### config.mk
export PLATFORM = sky130hd
export DESIGN_NAME = sstf_request_scheduler_flat
export DESIGN_NICKNAME = d
export VERILOG_FILES = /design/src/rtl/sstf_pkg.sv /design/src/rtl/sstf_if.sv /design/src/rtl/sstf_cell.sv /design/src/rtl/sstf_request_scheduler.sv /design/src/flat_wrapper.sv
export VERILOG_INCLUDE_DIRS = /design/src /design/src/rtl
export SDC_FILE = /design/constraint.sdc
export NUM_CORES = 1
export LEC_CHECK = 0
export BUFFER_PORTS_ARGS = -buffer_cell sky130_fd_sc_hd__clkbuf_2
export CAP_MARGIN = 20
export CORE_ASPECT_RATIO = 1.5
export CORE_MARGIN = 8
export CORE_UTILIZATION = 58
export DETAILED_ROUTE_END_ITERATION = 8
export GPL_ROUTABILITY_DRIVEN = 0
export PLACE_DENSITY = 0.83
export SLEW_MARGIN = 20
export SYNTH_ARGS = -nofsm -noshare
export SYNTH_HDL_FRONTEND = slang
export SYNTH_HIERARCHICAL = 1
export SYNTH_SLANG_ARGS = --single-unit
### constraint.sdc
create_clock -name clk -period 5.7 [get_ports clk]
set_input_delay 0.57 -clock clk [delete_from_list [all_inputs] [get_ports clk]]
set_output_delay 0.57 -clock clk [all_outputs]
set_load 0.05 [all_outputs]
### src/rtl/sstf_request_scheduler_macros.svh
// assertion macros for the sstf request scheduler
// used by the top level; no other dependencies
`ifndef SSTF_REQUEST_SCHEDULER_MACROS_SVH
`define SSTF_REQUEST_SCHEDULER_MACROS_SVH

// same-cycle implication
`define SSTF_ASSERT_NOW(label, clk, rst_n, ante, cons, msg) \
    label: assert property (@(posedge clk) disable iff (!rst_n) (ante) |-> (cons)) \
        else $error(msg);

// next-cycle implication
`define SSTF_ASSERT_NEXT(label, clk, rst_n, ante, cons, msg) \
    label: assert property (@(posedge clk) disable iff (!rst_n) (ante) |=> (cons)) \
        else $error(msg);

`endif

### src/rtl/sstf_pkg.sv
// package for the sstf request scheduler: defaults, types and helpers
// no dependencies
package sstf_pkg;

    localparam int unsigned DEPTH_DEF     = 8;
    localparam int unsigned CYLINDERS_DEF = 256;
    localparam int unsigned CYL_W         = 8;
    localparam int unsigned OUT_SLOT_W    = 3;
    localparam logic [CYL_W-1:0] START_RESET = 8'd13;

    typedef struct packed {
        logic [CYL_W-1:0] cyl;
        logic [CYL_W-1:0] seek;
    } best_t;

    // saturate a cylinder number to the last cylinder of the disk
    function automatic logic [CYL_W-1:0] clamp_cyl(input logic [CYL_W-1:0] v,
                                                   input int unsigned cylinders);
        logic [CYL_W-1:0] r;
        if (32'(v) >= cylinders)
        begin
            r = CYL_W'(cylinders - 1);
        end
        else
        begin
            r = v;
        end
        return r;
    endfunction

endpackage

### src/rtl/sstf_if.sv
// request and response channel interfaces of the sstf request scheduler
// depends on sstf_pkg
interface sstf_req_if;
    logic                     valid;
    logic                     ready;
    logic [sstf_pkg::CYL_W-1:0] request_cylinder;

    modport source (output valid, output request_cylinder, input ready);
    modport sink (input valid, input request_cylinder, output ready);
endinterface

interface sstf_rsp_if;
    logic                          valid;
    logic                          ready;
    logic [sstf_pkg::CYL_W-1:0]      served_cylinder;
    logic [sstf_pkg::CYL_W-1:0]      seek_distance;
    logic [sstf_pkg::OUT_SLOT_W-1:0] served_slot;

    modport source (output valid, output served_cylinder, output seek_distance,
                    output served_slot, input ready);
    modport sink (input valid, input served_cylinder, input seek_distance,
                  input served_slot, output ready);
endinterface

### src/rtl/sstf_cell.sv
// one queue slot of the sstf chain: holds a pending cylinder and passes on
// the nearest entry seen so far; depends on sstf_pkg
module sstf_cell #(
    parameter int unsigned SLOT_W = 3,
    parameter int unsigned INDEX  = 0
) (
    input  logic                         clk,
    input  logic [sstf_pkg::CYL_W-1:0]   head,
    input  logic                         wr_en,
    input  logic [sstf_pkg::CYL_W-1:0]   wr_data,
    input  sstf_pkg::best_t              best_in,
    input  logic [SLOT_W-1:0]            slot_in,
    output sstf_pkg::best_t              best_out,
    output logic [SLOT_W-1:0]            slot_out
);
    import sstf_pkg::*;

    logic [CYL_W-1:0]  entry_reg;
    logic [CYL_W-1:0]  seek;
    logic              take;
    best_t             best_reg;
    best_t             best_next;
    logic [SLOT_W-1:0] slot_reg;
    logic [SLOT_W-1:0] slot_next;

    always_comb
    begin
        seek = (entry_reg > head) ? (entry_reg - head) : (head - entry_reg);
        // first cell always takes its own entry, later ones only when strictly nearer
        take = (INDEX == 0) || (seek < best_in.seek);
        if (take)
        begin
            best_next.cyl  = entry_reg;
            best_next.seek = seek;
            slot_next      = SLOT_W'(INDEX);
        end
        else
        begin
            best_next = best_in;
            slot_next = slot_in;
        end
    end

    always_ff @(posedge clk)
    begin
        if (wr_en)
        begin
            entry_reg <= wr_data;
        end
        best_reg <= best_next;
        slot_reg <= slot_next;
    end

    assign best_out = best_reg;
    assign slot_out = slot_reg;

endmodule

### src/rtl/sstf_request_scheduler.sv
// sstf request scheduler: a fill item is written to the next free slot on accept; a
// serving item goes through accept, the nearest-entry wave along the cell chain and
// output register load (held while the last result is not taken); then the next transaction is taken.
// reset clears control, fill count, head and served flag, start cylinder to 13;
// queue entries stay undefined until written, no clearing pass.
// depends on sstf_pkg, sstf_if, sstf_cell and the macros header
`include "sstf_request_scheduler_macros.svh"

module sstf_request_scheduler #(
    parameter int unsigned DEPTH     = sstf_pkg::DEPTH_DEF,
    parameter int unsigned CYLINDERS = sstf_pkg::CYLINDERS_DEF
) (
    input  logic                       clk,
    input  logic                       rst_n,
    input  logic                       cfg_we,
    input  logic [sstf_pkg::CYL_W-1:0] cfg_wdata,
    sstf_req_if.sink                   req,
    sstf_rsp_if.source                 rsp
);
    import sstf_pkg::*;

    localparam int unsigned SLOT_W = (DEPTH > 1) ? $clog2(DEPTH) : 1;
    localparam int unsigned CNT_W  = $clog2(DEPTH + 1);

    typedef enum logic [0:0] {ST_IDLE, ST_SEARCH} state_t;

    state_t             state_reg, state_next;
    logic [CNT_W-1:0]   fill_reg, fill_next;
    logic [CNT_W-1:0]   cnt_reg, cnt_next;
    logic [CYL_W-1:0]   start_reg;
    logic [CYL_W-1:0]   head_reg, head_next;
    logic               served_reg, served_next;
    logic [CYL_W-1:0]   pend_reg, pend_next;
    logic               rsp_valid_reg, rsp_valid_next;
    logic [CYL_W-1:0]   rsp_cyl_reg, rsp_cyl_next;
    logic [CYL_W-1:0]   rsp_dist_reg, rsp_dist_next;
    logic [OUT_SLOT_W-1:0] rsp_slot_reg, rsp_slot_next;

    logic               accept;
    logic               full;
    logic               done;
    logic               fire_out;
    logic [CYL_W-1:0]   req_clamped;
    logic [CYL_W-1:0]   head;
    logic [CYL_W-1:0]   cell_wdata;
    logic [DEPTH-1:0]   cell_we;

    best_t              chain_best [DEPTH];
    logic [SLOT_W-1:0]  chain_slot [DEPTH];

    assign full        = (fill_reg == CNT_W'(DEPTH));
    assign accept      = req.valid && req.ready;
    assign req_clamped = clamp_cyl(req.request_cylinder, CYLINDERS);
    assign head        = served_reg ? head_reg : clamp_cyl(start_reg, CYLINDERS);
    assign done        = (state_reg == ST_SEARCH) && (cnt_reg == CNT_W'(DEPTH));
    assign fire_out    = done && (!rsp_valid_reg || rsp.ready);
    assign cell_wdata  = (state_reg == ST_SEARCH) ? pend_reg : req_clamped;

    assign req.ready           = (state_reg == ST_IDLE);
    assign rsp.valid           = rsp_valid_reg;
    assign rsp.served_cylinder = rsp_cyl_reg;
    assign rsp.seek_distance   = rsp_dist_reg;
    assign rsp.served_slot     = rsp_slot_reg;

    genvar k;
    generate
        for (k = 0; k < DEPTH; k++)
        begin : g_cell
            best_t             b_in;
            logic [SLOT_W-1:0] s_in;

            if (k == 0)
            begin : g_first
                assign b_in = '0;
                assign s_in = '0;
            end
            else
            begin : g_next
                assign b_in = chain_best[k-1];
                assign s_in = chain_slot[k-1];
            end

            assign cell_we[k] = (accept && !full && (fill_reg == CNT_W'(k)))
                             || (fire_out && (chain_slot[DEPTH-1] == SLOT_W'(k)));

            sstf_cell #(
                .SLOT_W (SLOT_W),
                .INDEX  (k)
            ) u_cell (
                .clk      (clk),
                .head     (head),
                .wr_en    (cell_we[k]),
                .wr_data  (cell_wdata),
                .best_in  (b_in),
                .slot_in  (s_in),
                .best_out (chain_best[k]),
                .slot_out (chain_slot[k])
            );
        end
    endgenerate

    always_comb
    begin
        state_next     = state_reg;
        fill_next      = fill_reg;
        cnt_next       = cnt_reg;
        head_next      = head_reg;
        served_next    = served_reg;
        pend_next      = pend_reg;
        rsp_valid_next = rsp_valid_reg;
        rsp_cyl_next   = rsp_cyl_reg;
        rsp_dist_next  = rsp_dist_reg;
        rsp_slot_next  = rsp_slot_reg;

        if (rsp_valid_reg && rsp.ready)
        begin
            rsp_valid_next = 1'b0;
        end

        unique case (state_reg)
            ST_IDLE:
            begin
                if (accept)
                begin
                    if (!full)
                    begin
                        fill_next = fill_reg + CNT_W'(1);
                    end
                    else
                    begin
                        pend_next  = req_clamped;
                        cnt_next   = '0;
                        state_next = ST_SEARCH;
                    end
                end
            end
            ST_SEARCH:
            begin
                if (!done)
                begin
                    cnt_next = cnt_reg + CNT_W'(1);
                end
                else if (fire_out)
                begin
                    rsp_valid_next = 1'b1;
                    rsp_cyl_next   = chain_best[DEPTH-1].cyl;
                    rsp_dist_next  = chain_best[DEPTH-1].seek;
                    rsp_slot_next  = OUT_SLOT_W'(chain_slot[DEPTH-1]);
                    head_next      = chain_best[DEPTH-1].cyl;
                    served_next    = 1'b1;
                    state_next     = ST_IDLE;
                end
            end
            default:
            begin
                state_next = ST_IDLE;
            end
        endcase
    end

    always_ff @(posedge clk or negedge rst_n)
    begin
        if (!rst_n)
        begin
            state_reg     <= ST_IDLE;
            fill_reg      <= '0;
            cnt_reg       <= '0;
            start_reg     <= START_RESET;
            head_reg      <= '0;
            served_reg    <= 1'b0;
            rsp_valid_reg <= 1'b0;
        end
        else
        begin
            state_reg     <= state_next;
            fill_reg      <= fill_next;
            cnt_reg       <= cnt_next;
            head_reg      <= head_next;
            served_reg    <= served_next;
            rsp_valid_reg <= rsp_valid_next;
            if (cfg_we)
            begin
                start_reg <= cfg_wdata;
            end
        end
    end

    always_ff @(posedge clk)
    begin
        pend_reg     <= pend_next;
        rsp_cyl_reg  <= rsp_cyl_next;
        rsp_dist_reg <= rsp_dist_next;
        rsp_slot_reg <= rsp_slot_next;
    end

    // results only once the queue is full
    `SSTF_ASSERT_NOW(a_rsp_needs_full, clk, rst_n, rsp_valid_reg, full, "result while queue filling")
    // a service moves the head to the served cylinder
    `SSTF_ASSERT_NEXT(a_head_follows, clk, rst_n, fire_out, served_reg && (head_reg == rsp_cyl_reg), "head not moved to served cylinder")
    // search never starts before the queue is full
    `SSTF_ASSERT_NEXT(a_search_full, clk, rst_n, accept && !full, state_reg == ST_IDLE, "search entered while filling")

endmodule
### src/flat_wrapper.sv
// flat-port wrapper written by rule: the top's interface ports become plain ports
module sstf_request_scheduler_flat import sstf_pkg::*;
#(
    parameter int unsigned DEPTH     = sstf_pkg::DEPTH_DEF,
    parameter int unsigned CYLINDERS = sstf_pkg::CYLINDERS_DEF
)
  (clk, rst_n, cfg_we, cfg_wdata, req_valid, req_request_cylinder, req_ready, rsp_valid, rsp_served_cylinder, rsp_seek_distance, rsp_served_slot, rsp_ready);
  sstf_req_if req_i ();
  sstf_rsp_if rsp_i ();
  input  logic clk;
  input  logic rst_n;
  input  logic cfg_we;
  input  logic [sstf_pkg::CYL_W-1:0] cfg_wdata;
  input wire logic [$bits(req_i.valid)-1:0] req_valid;
  input wire logic [$bits(req_i.request_cylinder)-1:0] req_request_cylinder;
  output wire logic [$bits(req_i.ready)-1:0] req_ready;
  output wire logic [$bits(rsp_i.valid)-1:0] rsp_valid;
  output wire logic [$bits(rsp_i.served_cylinder)-1:0] rsp_served_cylinder;
  output wire logic [$bits(rsp_i.seek_distance)-1:0] rsp_seek_distance;
  output wire logic [$bits(rsp_i.served_slot)-1:0] rsp_served_slot;
  input wire logic [$bits(rsp_i.ready)-1:0] rsp_ready;
  assign req_i.valid = req_valid;
  assign req_i.request_cylinder = req_request_cylinder;
  assign req_ready = req_i.ready;
  assign rsp_valid = rsp_i.valid;
  assign rsp_served_cylinder = rsp_i.served_cylinder;
  assign rsp_seek_distance = rsp_i.seek_distance;
  assign rsp_served_slot = rsp_i.served_slot;
  assign rsp_i.ready = rsp_ready;
  sstf_request_scheduler #(.DEPTH(DEPTH), .CYLINDERS(CYLINDERS)) u_core (.clk(clk), .rst_n(rst_n), .cfg_we(cfg_we), .cfg_wdata(cfg_wdata), .req(req_i), .rsp(rsp_i));
endmodule
==> results_dict.tcl <==
set metrics [dict create \
    outcome "finished, final reports clean" \
    fin_tns_setup_ns 0 \
    critical_path_class "flop to flop" \
    commonest_cells_after_routing_fill_and_taps_aside "194 x inv_1, 175 x ha_1, 149 x dfxtp_1, 95 x nand2_1, 93 x mux2_2" \
    crit_fanout 28 \
    core_util_final 0.636 \
    timing.critical_path.arrival_ns 5.40 \
    timing.clock.skew_ns 0.0169 \
    placed_area_sq_um 15400 \
    netlist_area_sq_um 15200 \
    groute.usage.overall 0.217 \
    path_cells "mux2_2, buf_4, inv_1, fa_1, nand3_1, a21oi_1, o31a_1, mux2i_1, xnor2_1, ha_1, a21o_1, a31oi_1, o21ai_1, a221o_1, mux2_2" \
    number_of_antenna_violations_at_the_first_check_in_global_routing 0 \
    grt_max_degree 29 \
    hold_viol 0 \
    port_buffers 41 \
    drt-initial-drc-count 593 \
    clock_tree.htree_level_count 1 \
    detail_route.wirelength_mm 35.5 \
    critical_path.most_common_cell "mux2_2" \
    holdBufCountCts 0 \
    finalSetupViolations 0 \
    die_height_um 214 \
    cts_inserted_buffers 25 \
    clock_path_buffers 3 \
    clock_insertion_delay_worst_skew_ns 0.54 \
    worst_setup_path_start_kind "flop" \
    worst_path_dominant_cell_family "compound AO/OA/AOI/OAI gates" \
    cp_slowest_cell "a221o_1" \
    clockRootBuffer "clkbuf_16" \
    tightest_slew_ns 1.12 \
    dpl_hpwl_mm 25.0 \
    rows 72 \
    die-area_sq_um 31700 \
    cp-end-kind "flop" \
    route.vias.total 10500 \
    layout-drive-gt1-share 0.161 \
    ioPinCount 42 \
    final_cell_area_sq_um 16400 \
    first_global_vias 10800 \
    timing_max_transition_violations_final 0 \
    post-route-drc-count 0 \
    grt_pass1_wl_mm 54.9 \
    largest_reg_flops 128 \
    drt_pass1_iterations 5 \
    worstPathRequired_ns 6.12 \
    finalCritPeriodShare 0.874 \
    synth_warnings 6 \
    route.detailed.vias_per_inst 5.89 \
    areaGrowthSynthToFinish_pct 7.87 \
    crit_buf_inv 2 \
    min_clock_period_post_route_ns 4.98 \
    overflow 0 \
    cts_setup_buffers 0 \
    cts_tree "built" \
    antenna-diode-count 0 \
    core_sq_um 25800 \
    maxCapViolCount 0 \
    mostFrequentLayoutCell "inv_1" \
    chipWidth_um 148 \
    rsz0062_at_grt "no" \
    slew-limit-headroom 0.248 \
    synthesized_area_divided_by_synthesized_cell_count_sq_um 10.7 \
    timing.hold.worst.class "primary input to asynchronous set/reset pin" \
    timing.fmax_mhz 201 \
    tritoncts_num_sinks 267 \
    ant_nets 0 \
    critPathMaxStageDelay_ns 0.82 \
    avgRoutedWirePerCell_um 20.0 \
    nets 1638 \
    path_clk_slew_ns 0.07 \
    initial_core_utilization 0.589 \
    post_cts_resize_count 0 \
    synthCells 1415 \
    count_of_filler_cells_inserted_in_the_layout 1926 \
]
cell type report:
cell class / count / area [sq um] / share of cell area
tap: 333 / 417 / 0.0254
sequential: 267 / 6390 / 0.390
inverter: 195 / 732 / 0.0447
multi-input combinational: 889 / 7650 / 0.467
clock inverter: 16 / 231 / 0.0141
timing repair buffer: 48 / 258 / 0.0157
clock buffer: 30 / 697 / 0.0426
stage by stage:
step	worst slack, ns	instances	hold WS (ns)
finish	0.717	1778	0.0592
CTS	0.761	1778	0.0623
global placement	0.945	1732	0.379
detailed placement	0.806	1732	0.370
floorplan	1.46	1417	0.274
global route	0.478	1778	0.110
metal layers:
metal,vias up,GRT usage,routed length (um)
met5,-,0,0
met4,0,0.170,3090
met3,184,0.0272,1660
met2,402,0.400,18300
met1,4982,0.215,12400
li1,4900,-,-
final timing paths:
kind                                                   endpoint  depth (start not counted)  slack (ns)                                  from
max                         u_core/g_cell[6].u_cell/best_out[6]                         15        0.72                     u_core/served_reg
max in group asynchronous                    u_core/head_reg[0]                          1        5.20                                 rst_n
min reg2reg                u_core/g_cell[0].u_cell/best_out[15]                          0        0.40  u_core/g_cell[0].u_cell/entry_reg[7]
max reg2reg                 u_core/g_cell[6].u_cell/best_out[6]                         15        0.72                     u_core/served_reg
min in group clk                             u_core/pend_reg[5]                          1        0.23               req_request_cylinder[5]
min                                          u_core/head_reg[4]                          1        0.06                                 rst_n
Power is not shown: default switching activity piles up to over one toggle a cycle in this logic, so the estimate is an artifact.
